**src/rtl/pdcb_pkg.sv**
```systemverilog
package pdcb_pkg;

  localparam int TICK_BITS   = 16;
  localparam int DUTY_BITS   = 16;
  localparam int BRIGHT_BITS = 8;
  localparam int CFG_W       = 16;
  localparam int MODE_W      = 2;
  localparam int MULT_BITS   = 11;

  localparam int DIV_NUM_W = (TICK_BITS > MULT_BITS) ? DUTY_BITS + TICK_BITS
                                                     : DUTY_BITS + MULT_BITS;
  localparam int DIV_DEN_W = (TICK_BITS + 1 > DUTY_BITS + 2) ? TICK_BITS + 1
                                                             : DUTY_BITS + 2;
  localparam int DIV_CNT_W = $clog2(DIV_NUM_W + 1);

  localparam longint DUTY_MAX_I = (longint'(1) << DUTY_BITS) - 1;

  localparam logic [TICK_BITS-1:0]   TICK_MAX    = '1;
  localparam logic [DUTY_BITS-1:0]   DUTY_MAX    = '1;
  localparam logic [DUTY_BITS-1:0]   DUTY_KNEE   = DUTY_BITS'(4 * DUTY_MAX_I / 5);
  localparam logic [DIV_DEN_W-1:0]   BRIGHT_DEN  = DIV_DEN_W'(4 * DUTY_MAX_I);
  localparam logic [MULT_BITS-1:0]   BRIGHT_MUL  = MULT_BITS'(5 * 255);
  localparam logic [BRIGHT_BITS-1:0] BRIGHT_FULL = '1;

  localparam int EDGE_SLOTS = 3;
  localparam logic [1:0] EDGE_LAST = 2'(EDGE_SLOTS);

  localparam logic [CFG_W-1:0] WINDOW_RST    = CFG_W'(12000);
  localparam logic [CFG_W-1:0] MIN_PHASE_RST = CFG_W'(200);
  localparam logic [BRIGHT_BITS-1:0] HELD_RST = BRIGHT_BITS'(1);

  localparam logic [1:0] REG_WINDOW    = 2'd0;
  localparam logic [1:0] REG_MIN_PHASE = 2'd1;
  localparam logic [1:0] REG_MODE      = 2'd2;

  localparam logic [MODE_W-1:0] MODE_AUTO = 2'd0;
  localparam logic [MODE_W-1:0] MODE_MIN  = 2'd1;

  typedef enum logic [2:0] {
    ST_MEASURED,
    ST_NO_EDGES,
    ST_INCOMPLETE,
    ST_TOO_SHORT,
    ST_FORCED
  } status_t;

  typedef struct packed {
    logic start_req;
    logic pin_level;
  } in_item_t;

  typedef struct packed {
    status_t                status;
    logic [DUTY_BITS-1:0]   duty;
    logic [BRIGHT_BITS-1:0] brightness;
  } out_item_t;

  typedef logic [TICK_BITS-1:0]           tick_t;
  typedef logic [DIV_NUM_W-1:0]           div_num_t;
  typedef logic [DIV_DEN_W-1:0]           div_den_t;
  typedef logic [MULT_BITS+DUTY_BITS-1:0] bmul_t;

  typedef struct packed {
    div_num_t num;
    div_den_t den;
  } div_req_t;

endpackage

```
**src/rtl/pdcb_div.sv**
```systemverilog
module pdcb_div (
  input  logic                clk,
  input  logic                rst_n,
  input  logic                start,
  input  pdcb_pkg::div_req_t  req,
  output logic                done,
  output pdcb_pkg::div_num_t  quo
);

  pdcb_pkg::div_num_t sh_r, sh_nxt;
  pdcb_pkg::div_den_t rem_r, rem_nxt;
  pdcb_pkg::div_den_t den_r, den_nxt;
  logic [pdcb_pkg::DIV_CNT_W-1:0] cnt_r, cnt_nxt;
  logic busy_r, busy_nxt;
  logic done_r, done_nxt;

  logic [pdcb_pkg::DIV_DEN_W:0] rem_sh;
  logic [pdcb_pkg::DIV_DEN_W:0] diff;
  logic ge;

  // one quotient bit per cycle, restoring
  always_comb begin
    rem_sh = {rem_r, sh_r[pdcb_pkg::DIV_NUM_W-1]};
    diff   = rem_sh - {1'b0, den_r};
    ge     = rem_sh >= {1'b0, den_r};

    sh_nxt   = sh_r;
    rem_nxt  = rem_r;
    den_nxt  = den_r;
    cnt_nxt  = cnt_r;
    busy_nxt = busy_r;
    done_nxt = 1'b0;

    if (start) begin
      sh_nxt   = req.num;
      rem_nxt  = '0;
      den_nxt  = req.den;
      cnt_nxt  = pdcb_pkg::DIV_CNT_W'(pdcb_pkg::DIV_NUM_W);
      busy_nxt = 1'b1;
    end else if (busy_r) begin
      sh_nxt  = {sh_r[pdcb_pkg::DIV_NUM_W-2:0], ge};
      rem_nxt = ge ? diff[pdcb_pkg::DIV_DEN_W-1:0] : rem_sh[pdcb_pkg::DIV_DEN_W-1:0];
      cnt_nxt = cnt_r - 1'b1;
      if (cnt_r == pdcb_pkg::DIV_CNT_W'(1)) begin
        busy_nxt = 1'b0;
        done_nxt = 1'b1;
      end
    end
  end

  always_ff @(posedge clk) begin
    if (!rst_n) begin
      busy_r <= 1'b0;
      done_r <= 1'b0;
      cnt_r  <= '0;
    end else begin
      busy_r <= busy_nxt;
      done_r <= done_nxt;
      cnt_r  <= cnt_nxt;
    end
  end

  always_ff @(posedge clk) begin
    sh_r  <= sh_nxt;
    rem_r <= rem_nxt;
    den_r <= den_nxt;
  end

  assign done = done_r;
  assign quo  = sh_r;

endmodule

```
**src/rtl/pwm_duty_capture_backlight.sv**
```systemverilog
// results: forced, no-edge and incomplete outcomes are registered from the
//   accepted beat, too short after S_CHECK; a measured result passes S_CHECK,
//   the bit-serial divider (S_DUTY), S_BMUL and the divider again (S_BRIGHT),
//   or skips S_BRIGHT when duty reaches the knee; a result held by out_stall blocks input
// throughput: one beat per cycle while no measurement is being evaluated
// reset: synchronous active low; control registers reset, no result pending
module pwm_duty_capture_backlight (
  input  logic                            clk,
  input  logic                            rst_n,
  input  logic                            in_valid,
  output logic                            in_stall,
  input  pdcb_pkg::in_item_t              in_data,
  output logic                            out_valid,
  input  logic                            out_stall,
  output pdcb_pkg::out_item_t             out_data,
  input  logic                            cfg_we,
  input  logic [1:0]                      cfg_index,
  input  logic [pdcb_pkg::CFG_W-1:0]      cfg_data
);

  typedef enum logic [2:0] {
    S_RUN,
    S_CHECK,
    S_DUTY,
    S_BMUL,
    S_BRIGHT
  } state_t;

  state_t state_r, state_nxt;

  logic [pdcb_pkg::CFG_W-1:0]  window_r, window_nxt;
  logic [pdcb_pkg::CFG_W-1:0]  min_phase_r, min_phase_nxt;
  logic [pdcb_pkg::MODE_W-1:0] mode_r, mode_nxt;

  logic measuring_r, measuring_nxt;
  logic init_lvl_r, init_lvl_nxt;
  logic prev_lvl_r, prev_lvl_nxt;
  logic [1:0] edge_cnt_r, edge_cnt_nxt;
  pdcb_pkg::tick_t tick_r, tick_nxt;
  pdcb_pkg::tick_t edge_t_r [pdcb_pkg::EDGE_SLOTS];
  pdcb_pkg::tick_t edge_t_nxt [pdcb_pkg::EDGE_SLOTS];
  logic [pdcb_pkg::BRIGHT_BITS-1:0] held_r, held_nxt;
  logic [pdcb_pkg::DUTY_BITS-1:0]   duty_r, duty_nxt;

  logic                out_valid_r, out_valid_nxt;
  pdcb_pkg::out_item_t out_data_r, out_data_nxt;

  logic               in_accept;
  logic               edge_hit;
  logic [1:0]         cnt_new;
  logic               close_win;
  pdcb_pkg::tick_t    tick_inc;
  pdcb_pkg::tick_t    t0, t1, pulse;
  logic [pdcb_pkg::TICK_BITS:0] period;
  logic               too_short;
  pdcb_pkg::bmul_t    bmul;
  logic [pdcb_pkg::BRIGHT_BITS-1:0] bright_new;

  logic               div_start;
  pdcb_pkg::div_req_t div_req;
  logic               div_done;
  pdcb_pkg::div_num_t div_quo;

  pdcb_div u_div (
    .clk   (clk),
    .rst_n (rst_n),
    .start (div_start),
    .req   (div_req),
    .done  (div_done),
    .quo   (div_quo)
  );

  assign in_stall  = (state_r != S_RUN) || (out_valid_r && out_stall);
  assign in_accept = in_valid && !in_stall;

  always_comb begin
    tick_inc  = (tick_r != pdcb_pkg::TICK_MAX) ? tick_r + 1'b1 : tick_r;
    edge_hit  = (in_data.pin_level != prev_lvl_r) && (edge_cnt_r != pdcb_pkg::EDGE_LAST);
    cnt_new   = edge_hit ? edge_cnt_r + 1'b1 : edge_cnt_r;
    close_win = (cnt_new == pdcb_pkg::EDGE_LAST) ||
                (32'(tick_inc) >= 32'(window_r)) ||
                (tick_inc == pdcb_pkg::TICK_MAX);

    t0        = edge_t_r[1] - edge_t_r[0];
    t1        = edge_t_r[2] - edge_t_r[1];
    period    = {1'b0, t0} + {1'b0, t1};
    pulse     = init_lvl_r ? t1 : t0;
    too_short = (32'(t0) < 32'(min_phase_r)) || (32'(t1) < 32'(min_phase_r)) ||
                (period == '0);
    bmul      = pdcb_pkg::bmul_t'(duty_r) * pdcb_pkg::bmul_t'(pdcb_pkg::BRIGHT_MUL);
    bright_new = pdcb_pkg::BRIGHT_FULL - div_quo[pdcb_pkg::BRIGHT_BITS-1:0];
  end

  always_comb begin
    state_nxt     = state_r;
    window_nxt    = window_r;
    min_phase_nxt = min_phase_r;
    mode_nxt      = mode_r;
    measuring_nxt = measuring_r;
    init_lvl_nxt  = init_lvl_r;
    prev_lvl_nxt  = prev_lvl_r;
    edge_cnt_nxt  = edge_cnt_r;
    tick_nxt      = tick_r;
    edge_t_nxt    = edge_t_r;
    held_nxt      = held_r;
    duty_nxt      = duty_r;
    out_valid_nxt = out_valid_r && out_stall;
    out_data_nxt  = out_data_r;
    div_start     = 1'b0;
    div_req       = '0;

    if (cfg_we) begin
      case (cfg_index)
        pdcb_pkg::REG_WINDOW:    window_nxt    = cfg_data;
        pdcb_pkg::REG_MIN_PHASE: min_phase_nxt = cfg_data;
        pdcb_pkg::REG_MODE:      mode_nxt      = cfg_data[pdcb_pkg::MODE_W-1:0];
        default: ;
      endcase
    end

    case (state_r)
      S_RUN: begin
        if (in_accept) begin
          if (in_data.start_req) begin
            if (mode_r != pdcb_pkg::MODE_AUTO) begin
              measuring_nxt = 1'b0;
              held_nxt = (mode_r == pdcb_pkg::MODE_MIN) ? '0 : pdcb_pkg::BRIGHT_FULL;
              out_valid_nxt           = 1'b1;
              out_data_nxt.status     = pdcb_pkg::ST_FORCED;
              out_data_nxt.duty       = '0;
              out_data_nxt.brightness = held_nxt;
            end else begin
              measuring_nxt = 1'b1;
              init_lvl_nxt  = in_data.pin_level;
              prev_lvl_nxt  = in_data.pin_level;
              edge_cnt_nxt  = '0;
              tick_nxt      = '0;
            end
          end else if (measuring_r) begin
            tick_nxt     = tick_inc;
            prev_lvl_nxt = in_data.pin_level;
            edge_cnt_nxt = cnt_new;
            if (edge_hit) begin
              edge_t_nxt[edge_cnt_r] = tick_inc;
            end
            if (close_win) begin
              measuring_nxt = 1'b0;
              if (cnt_new == 2'd0) begin
                held_nxt = init_lvl_r ? '0 : pdcb_pkg::BRIGHT_FULL;
                out_valid_nxt           = 1'b1;
                out_data_nxt.status     = pdcb_pkg::ST_NO_EDGES;
                out_data_nxt.duty       = init_lvl_r ? pdcb_pkg::DUTY_MAX : '0;
                out_data_nxt.brightness = held_nxt;
              end else if (cnt_new != pdcb_pkg::EDGE_LAST) begin
                out_valid_nxt           = 1'b1;
                out_data_nxt.status     = pdcb_pkg::ST_INCOMPLETE;
                out_data_nxt.duty       = '0;
                out_data_nxt.brightness = held_r;
              end else begin
                state_nxt = S_CHECK;
              end
            end
          end
        end
      end
      S_CHECK: begin
        if (too_short) begin
          out_valid_nxt           = 1'b1;
          out_data_nxt.status     = pdcb_pkg::ST_TOO_SHORT;
          out_data_nxt.duty       = '0;
          out_data_nxt.brightness = held_r;
          state_nxt               = S_RUN;
        end else begin
          // full scale times pulse as a shift and subtract
          div_start   = 1'b1;
          div_req.num = pdcb_pkg::div_num_t'({pulse, {pdcb_pkg::DUTY_BITS{1'b0}}}) -
                        pdcb_pkg::div_num_t'(pulse);
          div_req.den = pdcb_pkg::div_den_t'(period);
          state_nxt   = S_DUTY;
        end
      end
      S_DUTY: begin
        if (div_done) begin
          duty_nxt  = div_quo[pdcb_pkg::DUTY_BITS-1:0];
          state_nxt = S_BMUL;
        end
      end
      S_BMUL: begin
        if (duty_r >= pdcb_pkg::DUTY_KNEE) begin
          held_nxt                = '0;
          out_valid_nxt           = 1'b1;
          out_data_nxt.status     = pdcb_pkg::ST_MEASURED;
          out_data_nxt.duty       = duty_r;
          out_data_nxt.brightness = '0;
          state_nxt               = S_RUN;
        end else begin
          div_start   = 1'b1;
          div_req.num = pdcb_pkg::div_num_t'(bmul);
          div_req.den = pdcb_pkg::BRIGHT_DEN;
          state_nxt   = S_BRIGHT;
        end
      end
      S_BRIGHT: begin
        if (div_done) begin
          held_nxt                = bright_new;
          out_valid_nxt           = 1'b1;
          out_data_nxt.status     = pdcb_pkg::ST_MEASURED;
          out_data_nxt.duty       = duty_r;
          out_data_nxt.brightness = bright_new;
          state_nxt               = S_RUN;
        end
      end
      default: state_nxt = S_RUN;
    endcase
  end

  always_ff @(posedge clk) begin
    if (!rst_n) begin
      state_r     <= S_RUN;
      window_r    <= pdcb_pkg::WINDOW_RST;
      min_phase_r <= pdcb_pkg::MIN_PHASE_RST;
      mode_r      <= pdcb_pkg::MODE_AUTO;
      measuring_r <= 1'b0;
      init_lvl_r  <= 1'b0;
      prev_lvl_r  <= 1'b0;
      edge_cnt_r  <= '0;
      tick_r      <= '0;
      held_r      <= pdcb_pkg::HELD_RST;
      out_valid_r <= 1'b0;
      out_data_r  <= '0;
    end else begin
      state_r     <= state_nxt;
      window_r    <= window_nxt;
      min_phase_r <= min_phase_nxt;
      mode_r      <= mode_nxt;
      measuring_r <= measuring_nxt;
      init_lvl_r  <= init_lvl_nxt;
      prev_lvl_r  <= prev_lvl_nxt;
      edge_cnt_r  <= edge_cnt_nxt;
      tick_r      <= tick_nxt;
      held_r      <= held_nxt;
      out_valid_r <= out_valid_nxt;
      out_data_r  <= out_data_nxt;
    end
  end

  always_ff @(posedge clk) begin
    edge_t_r   <= edge_t_nxt;
    duty_r     <= duty_nxt;
  end

  assign out_valid = out_valid_r;
  assign out_data  = out_data_r;

endmodule

```
**config.mk**
```make
export PLATFORM = sky130hd
export DESIGN_NAME = pwm_duty_capture_backlight
export DESIGN_NICKNAME = d
export VERILOG_FILES = /design/src/rtl/pdcb_pkg.sv /design/src/rtl/pdcb_div.sv /design/src/rtl/pwm_duty_capture_backlight.sv
export SDC_FILE = /design/constraint.sdc
export NUM_CORES = 1
export LEC_CHECK = 0
export CORE_ASPECT_RATIO = 0.8
export CORE_MARGIN = 4
export CORE_UTILIZATION = 50
export CTS_BUF_LIST = sky130_fd_sc_hd__clkbuf_8
export DETAILED_ROUTE_END_ITERATION = 6
export DONT_BUFFER_PORTS = 1
export GPL_TIMING_DRIVEN = 0
export SLEW_MARGIN = 25
export SYNTH_ARGS = -nofsm -noshare
export SYNTH_HDL_FRONTEND = slang
export SYNTH_SLANG_ARGS = --single-unit
```
**constraint.sdc**
```tcl
create_clock -name clk -period 14.52 [get_ports clk]
set_input_delay 3.63 -clock clk [delete_from_list [all_inputs] [get_ports clk]]
set_output_delay 3.63 -clock clk [all_outputs]
set_load 0.02 [all_outputs]
```
# Yosys cells after proc, flatten, opt, wreduce, memory -nomap -nowiden
# Cells that the tools add are included.
[word_totals]
reg_bits = 234
in_bits = 25
word_cells = 189
[op_classes]
addsub = 9
multipliers = 1
order_cmp = 7
n_eq_ne = 30
n_mux = 79
bitwise_logic = 5
reduce_logical = 33
[ops]
columns = ["operator", "n"]
rows = [
  ["27-bit 2-to-1 mux", 10],
  ["16-bit 2-to-1 mux", 7],
  ["27-bit case mux with 4 select lines", 1],
  ["50-bit case mux with 2 select lines", 1],
  ["8-bit 2-to-1 mux", 10],
  ["32-bit 2-to-1 mux", 2],
  ["50-bit 2-to-1 mux", 1],
  ["48-bit bitwise mux", 1],
  ["45-bit 2-to-1 mux", 1],
  ["16-bit demux with 2-bit select", 1],
  ["16-bit less-than comparator", 2],
  ["16-bit subtractor", 2],
  ["32-bit by 16-bit subtractor with 32-bit output", 1],
  ["16-bit by 11-bit multiplier with 27-bit output (second input constant)", 1],
  ["3-bit 2-to-1 mux", 9],
  ["8-bit case mux with 3 select lines", 1],
  ["1-bit 2-to-1 mux", 23],
  ["2-bit inequality test (second input constant)", 11],
  ["19-bit by 18-bit greater-or-equal comparator with 1-bit output", 1],
  ["18-bit 2-to-1 mux", 1],
  ["18-bit subtractor", 1],
  ["16-bit by 16-bit adder with 17-bit output", 1],
  ["17-bit logical NOT", 1],
  ["16-bit by 1-bit adder with 16-bit output (second input constant)", 1],
  ["41 further kinds", 73],
]

# Depth between registers and ports, before layout
# Gate-level depths: netlist of run 1.
[depth]
depth_word = 11
depth_mapped = 23
mapped_depth_nobuf = 21

# Hierarchy
# From an unflattened synthesis of run 1, not the netlist that was laid out.
[hier_totals]
hier_cells = 2178
area_unflattened_um2 = 19547.5
[by_module_without_submodules]
columns = ["module", "instances", "cells_per_inst", "area_each_um2"]
rows = [
  ["pwm_duty_capture_backlight", 1, 1840, 15658.8],
  ["pdcb_div", 1, 338, 3888.7],
]

# Worst setup path before layout of run 1
# Ideal clock, no wire load.
[synth_timing]
path_kind = "in2out"
startpoint = "input out_stall"
endpoint = "output in_stall"
arrival_time_ps = 3890
required_time_ps = 10890
slack_ps = 7000
path_stages = 2
path_buffers = 0
path_cell_list = "nand2_1 nand2_1"
[synth_between]
elab_chain_cells = 2
[synth_rtl]
columns = ["item", "line_no", "source"]
rows = [
  ["start: declaration", "pwm_duty_capture_backlight.sv:14", "input logic out_stall,"],
  ["1-bit logical AND", "pwm_duty_capture_backlight.sv:73", "assign in_stall = (state_r != S_RUN) || (out_valid_r && out_stall);"],
  ["1-bit logical OR", "pwm_duty_capture_backlight.sv:73", ""],
  ["end: declaration", "pwm_duty_capture_backlight.sv:11", "output logic in_stall,"],
]
# Every way passes these cells.

# Worst setup path after layout of run 1
# Same ends and word-level chain as after synthesis.

==> metrics, run 1 <==
slew at the pin closest to its max-slew limit=971.8 ps; commonest non-fill, non-tap cell in the layout=inv_1; Post-CTS Hold Buffers=0; crit-path max FO=5; highest-count cells in the layout ignoring fill and taps=inv_1 (284), ha_1 (201), nand2_1 (171); Synth Net Count=2,437; slowest cell on the critical path=nand2_1; I/O Buffers=0; Die Ht=183.0 um; cell occurring most often along the worst timing path=nand2_1; final total negative setup slack=0 ps; Post-layout nets=2,482; Tcrit/Tclk final=52.01%; clock transition at the registers of the reported paths=70 ps; share of cells above drive strength 1=5.850%; max_cap viols=0; post-detailed-route DRC marker count=0; maximum level of the CTS H-tree=2; global-route congestion overflow total=0; clock tree from TritonCTS=yes; cells along the critical path=nand2_1 > nand2_1; Max Buffers Root-to-Sink=3; via count=15,970; die area=41,490 um2; number of antenna diodes=0; number of optimization iterations in the first detailed-route pass=5; antenna violations before repair=0; area delta synth->final=7.440%; post-synth design cell area=19,140 um2; status=complete, no violations; placed inst area=19,770 um2; fmax=0.1324 GHz; Most used DFF post-synth=dfxtp_1; post-detailed-route count of antenna-violating nets=0; initial core utilization=51.12%; number of placed I/O pins=54; clock buffers created by TritonCTS=41; unrepaired setup endpoints after global routing=no; critical path startpoint category=input port; area of the core=37,440 um2; final WL=56,040 um; routed vias/inst=5.931; floorplan die width=226.7 um; total of endpoints with negative setup slack in the final report=0; latest clock arrival within the worst-skew pair=590 ps; Global Route Usage Sum=26.99%; Final Hold Viols=0; routed wire length per instance=20.82 um; CTS sink cnt=234; Starting DRT DRC Count=1,129; global-route wire length before repair=87,770 um; Clock Skew=30.15 ps; leakage power total=0.008918 uW; Area contributors post-synth=edfxtp_1 (18%), ha_1 (13%), dfxtp_1 (13%); CP Buf/Inv Count=0; Cell Rows=63; crit path DAT=3920 ps; flop and latch count out of synthesis=234; Post-DP HPWL=43,590 um; count of final max-slew check failures=0; cell chosen for the clock root=clkbuf_8; post-CTS setup-driven buffer insertion count=0; post-synthesis async set-or-reset flop share=0%; sequential element share of the synthesized area=30.44%; Synthesis Warnings=0; CP peak stage delay=200 ps; cell type with the largest total area after synthesis=edfxtp_1; headroom to the max-slew limit=33.36%; Crit. End Element=primary output; finished layout cell area=20,560 um2; count of different cell masters after synthesis=88; Worst Path Class, Setup=input port to primary output; maximum number of pins on one net before global-route repair=33; synthesized area per cell=8.994 um2; cell family with most CP delay=simple AND/OR/NAND/NOR gates; Mapped Cells=2,128; Post-synth EDFFs=114; PwrDens=72.11 nW/um2; Final GP Congestion=0.9526; hold crit path type=flop to flop; shortest clock period the worst path allows after layout=7552 ps; number of global-route vias before repair=15,360; required time at the endpoint of the critical path=10,890 ps; portion of synthesized cell area occupied by the leading cell type=17.89%; post-CTS resize count=0; Core Util, Final=54.92%; maximum ir drop on the vdd rail=0.00006129 V
==> area by class of cell <==
type,instances,area [um2]
inverter,278,1044
sequential,234,5826
tap,487,609.3
clock buffer,43,591.8
clock inverter,32,195.2
buffer,77,324.1
timing repair buffer,2,15.01
fill,3468,16880
multi-input combinational,1539,11960
==> kinds of logic (layout without fill, tap and decap cells) <==
| logic type | Yosys count | after routing | synth area share (%) |
|---|---|---|---|
| adders and majority gates | 284 | 284 | 21.82 |
| buffers and inverters | 355 | 432 | 7.139 |
| xor gates and xnor gates | 86 | 86 | 3.935 |
| AOI/OAI and AO/OA | 579 | 579 | 20.88 |
| and+or+nand+nor | 553 | 553 | 13.81 |
| muxes | 37 | 37 | 1.974 |
| DFF | 234 | 234 | 30.44 |
==> synthesized netlist by cell type, drive strengths merged (41+ instances only) <==
master	number
xor2	45
ha	201
nor2	159
clkbuf	58
a21oi	147
dfxtp	120
nand2	171
o21ai	111
a21o	41
xnor2	41
fa	83
nor3	41
edfxtp	114
inv	276
a211oi	63
==> flip-flops by register name, indices dropped and copies added, names as in the netlist <==
register      count
u_div.rem_r      18
duty_r           16
init_lvl_r        1
u_div.cnt_r       6
edge_cnt_r        2
tick_r           16
u_div.quo        32
prev_lvl_r        1
u_div.busy_r      1
held_r            8
min_phase_r      16
mode_r            2
u_div.den_r      18
measuring_r       1
state_r           3
window_r         16
out_valid         1
edge_t_r         48
u_div.done        1
out_data         27
==> per-stage QoR <==
| step | total power (uW) | cells | hold WS (ps) | worst slack, ps |
|---|---|---|---|---|
| 2_1_floorplan | 840.7 | 2128 | 426.2 | 7000 |
| 3_3_place_gp | 877.8 | 2615 | 436.9 | 6964 |
| 3_5_place_dp | 880.8 | 2617 | 436.1 | 6960 |
| 4_1_cts | 1496 | 2692 | 446.9 | 6961 |
| 5_1_grt | 1548 | 2692 | 448.0 | 6953 |
| 6_report | 1483 | 2692 | 446.9 | 6968 |
==> final timing paths <==
check | from | endpoint | slack [ps] | cells after the start
worst max-delay path | out_stall | in_stall | 6970 | 2
worst min-delay path | u_div.quo[12] | duty_r[12] | 450 | 0
worst max register to register | edge_t_r[16] | u_div.quo[23] | 8040 | 19
worst min register to register | u_div.quo[12] | duty_r[12] | 450 | 0
==> routing by layer <==
metal	routed length, um	up-vias	GRT usage (%)	part of all wire, %
met3	3559	110	4.561	6.4
met5	0	-	0.2304	0
met2	24080	515	40.88	43
met4	2132	0	9.250	3.8
li1	-	7651	-	-
met1	26260	7691	39.25	47
==> power breakdown <==
| group | internal (uW) | leakage, uW | switching, uW |
|---|---|---|---|
| Sequential | 704 | 0.00196 | 17.7 |
| Combinational | 54.4 | 0.00651 | 94.2 |
| Clock | 313 | 0.000444 | 300 |
No activity file was read; power rests on OpenSTA's default activity.
==> run 2, diff against run 1 <==
--- a/config.mk
+++ b/config.mk
@@ -5,6 +5,7 @@
 export SDC_FILE = /design/constraint.sdc
 export NUM_CORES = 1
 export LEC_CHECK = 0
+export ABC_AREA = 1
 export CORE_ASPECT_RATIO = 0.8
 export CORE_MARGIN = 4
 export CORE_UTILIZATION = 50
==> constraint.sdc (replaced) <==
create_clock -name clk -period 7.7 [get_ports clk]
set_input_delay 1.925 -clock clk [delete_from_list [all_inputs] [get_ports clk]]
set_output_delay 1.925 -clock clk [all_outputs]
set_load 0.02 [all_outputs]
==> metrics, run 2 <==
post-synthesis async set-or-reset flop share=0% (unchanged); floorplan die width=228.5 um (+0.76%); synthesized area per cell=7.421 um2 (-17%); most repeated cell in the gate-level netlist after synthesis=nand2_1; area of the multi-input gates=11,710 um2 (-2.1%); routed vias/inst=5.429 (-8.5%); Synth Net Count=2,929 (+20%); portion of synthesized cell area occupied by the leading cell type=17.61% (-0.28 points); leakage power total=0.009812 uW (+10%); slew at the pin closest to its max-slew limit=923.4 ps (-48.38 ps); Die Ht=184.4 um (+0.76%); unrepaired setup endpoints after global routing=no; status=complete, no violations; initial core utilization=50.80% (-0.32 points); area delta synth->final=7.497% (about the same); Tcrit/Tclk final=76.69%; highest-count cells in the layout ignoring fill and taps=nand2_1 (670), inv_1 (457), a21oi_1 (211); Worst Path Class, Setup=flop to flop; cell type with the largest total area after synthesis=edfxtp_1; timing startpoint of the critical path=duty_r[8]; PwrDens=126.9 nW/um2 (+76%); Starting DRT DRC Count=1,658 (+47%); share of cells above drive strength 1=4.193% (-1.7 points); Post-CTS Hold Buffers=0 (unchanged); fmax=0.1693 GHz; clock tree from TritonCTS=yes; R2R Setup Slk=1790 ps (-6250 ps); Final GP Congestion=0.9193 (-3.5%); total of endpoints with negative setup slack in the final report=0 (unchanged); sequential element share of the synthesized area=29.96% (-0.48 points); crit-path max FO=8 (+3); Clock Skew=26.54 ps (-3.605 ps); register with the highest flop count=edge_t_r; cell chosen for the clock root=clkbuf_8; clock buffers created by TritonCTS=39 (-4.9%); total power of the final layout=2652 uW (+79%); global-route wire length before repair=89,230 um (+1.7%); number of antenna diodes=0 (unchanged); routed wire length per instance=17.64 um (-15%); flop and latch count out of synthesis=234 (unchanged); number of fill cells=3,785 (+9.1%); post-CTS resize count=0 (unchanged); number of placed I/O pins=54 (unchanged); antenna violations before repair=0 (unchanged); clock transition at the registers of the reported paths=70 ps (about the same); required time at the endpoint of the critical path=8010 ps (-2880 ps); post-detailed-route DRC marker count=0 (unchanged); headroom to the max-slew limit=38.37% (+5.0 points); final total negative setup slack=0 ps (unchanged); count of final max-slew check failures=0 (unchanged); post-CTS setup-driven buffer insertion count=0 (unchanged); post-detailed-route count of antenna-violating nets=0 (unchanged); destination of the critical timing path=u_div.quo[23]; CTS sink cnt=234 (unchanged); Max Buffers Root-to-Sink=3 (unchanged); number of optimization iterations in the first detailed-route pass=6 (+1); latest clock arrival within the worst-skew pair=570 ps (-20 ps); critical path startpoint category=flop; hold crit path type=flop to flop; Mapped Cells=2,620 (+23%); commonest non-fill, non-tap cell in the layout=nand2_1; post-synth design cell area=19,440 um2 (+1.6%); max_cap viols=0 (unchanged); number of global-route vias before repair=16,620 (+8.2%); Crit. End Element=flop; Post-synth EDFFs=114 (unchanged); area of the core=38,280 um2 (+2.2%); area taken by flip-flops and latches=5826 um2 (unchanged); Global Route Usage Sum=26.62% (-0.36 points); Post-layout nets=2,973 (+20%); count of different cell masters after synthesis=54 (-39%); worst r2r src=duty_r[8]; Post-DP HPWL=45,010 um (+3.3%); crit path DAT=6210 ps (+2290 ps); max reg flops=48 (unchanged); final WL=56,280 um (+0.43%); global-route congestion overflow total=0 (unchanged); Most used DFF post-synth=dfxtp_1; Reg2Reg Capture Point=u_div.quo[23]; Final Hold Viols=0 (unchanged); Area contributors post-synth=edfxtp_1 (18%), nand2_1 (13%), ha_1 (13%); I/O Buffers=0 (unchanged); maximum ir drop on the vdd rail=0.0001214 V (+98%); Cell Rows=64 (+1.6%); via count=17,320 (+8.5%); maximum level of the CTS H-tree=2 (unchanged); Core Util, Final=54.61% (-0.31 points); top cell types by occurrence after synthesis=nand2_1 (671), inv_1 (439), a21oi_1 (211); Synthesis Warnings=0 (unchanged); die area=42,130 um2 (+1.5%); Reg2Reg Depth=20 (+1); maximum number of pins on one net before global-route repair=35 (+6.1%); shortest clock period the worst path allows after layout=5905 ps
-- run 2: changes by cell type after synthesis, sizes merged, moves of 25 or more --
cell,before,now
a21oi,147,212
clkbuf,58,33
a21o,41,9
nand3,29,170
mux2i,31,0
xnor2,41,9
nand2,171,679
inv,276,443
a211oi,63,5
nor2,159,210
-- run 2: metal layers --
metal | routed length, um | track usage, % | part of all wire, % | vias up
met5 | 0 | 0 | 0 | -
met4 | 845 | 5.214 | 1.5 | 0
met3 | 4449 | 5.207 | 7.9 | 65
met2 | 22550 | 39.18 | 40 | 544
met1 | 28440 | 40.80 | 51 | 8070
li1 | - | - | - | 8639
-- run 2: stage by stage --
| stage | worst slack (ps) | area (um2) | hold slack, ps | std cells |
|---|---|---|---|---|
| after global routing | 1442 | 20900 | 460.6 | 3190 |
| after floorplan | 2815 | 19440 | 426.8 | 2620 |
| after global placement | 1852 | 20060 | 430.0 | 3115 |
| after CTS | 1819 | 20900 | 448.6 | 3190 |
| after detailed placement | 1844 | 20110 | 433.3 | 3118 |
| final | 1795 | 20900 | 448.4 | 3190 |
-- run 2: kinds of logic (layout without fill, tap and decap cells) --
family	count (synthesis)	in the layout	share of synthesized area (%)
simple gates	1137	1137	24.54
buf+inv	497	572	9.897
compound gates	430	430	12.37
fa+ha+maj	284	284	21.48
flops	234	234	29.96
xor+xnor	38	38	1.750
-- run 2: power breakdown --
part	total (uW)	leakage [uW]	switching (uW)	internal (uW)
clock	1130	0.000471	526	600
sequential	1340	0.00206	25.8	1320
combinational	182	0.00728	123	58.5
-- run 2: layout make-up --
class / count / area share, %
repair buffers: 3 / 0.1616
inverters: 445 / 7.992
clock buffers: 48 / 3.161
plain buffers: 52 / 1.221
clock inverters: 24 / 0.6226
flip-flops and latches: 234 / 27.87
well taps: 495 / 2.963
multi-input cells: 1889 / 56.01
-- run 2: how the worst min path moves through the flow --
stage	start	endpoint	slack, ps	cells after the start
after floorplan	u_div.quo[10]	duty_r[10]	430	0
after global placement	u_div.quo[11]	duty_r[11]	430	0
after detailed placement	u_div.quo[8]	duty_r[8]	430	0
after CTS	u_div.quo[8]	duty_r[8]	450	0
after global routing	u_div.quo[13]	duty_r[13]	460	0
final	u_div.quo[8]	duty_r[8]	450	0
-- run 2: critical path, cell delays in order, from the launching register on --
cell	delay (ps)
edfxtp_1	840
inv_1	300
ha_1	370
inv_1	50
fa_1	520
inv_1	50
fa_1	470
fa_1	550
inv_1	60
fa_1	520
inv_1	50
ha_1	370
a21o_1	190
a31oi_1	180
nand3_1	170
a21oi_1	390
o21bai_1	160
nand3_1	110
nand3_1	70
nand3_1	110
nand3_1	90
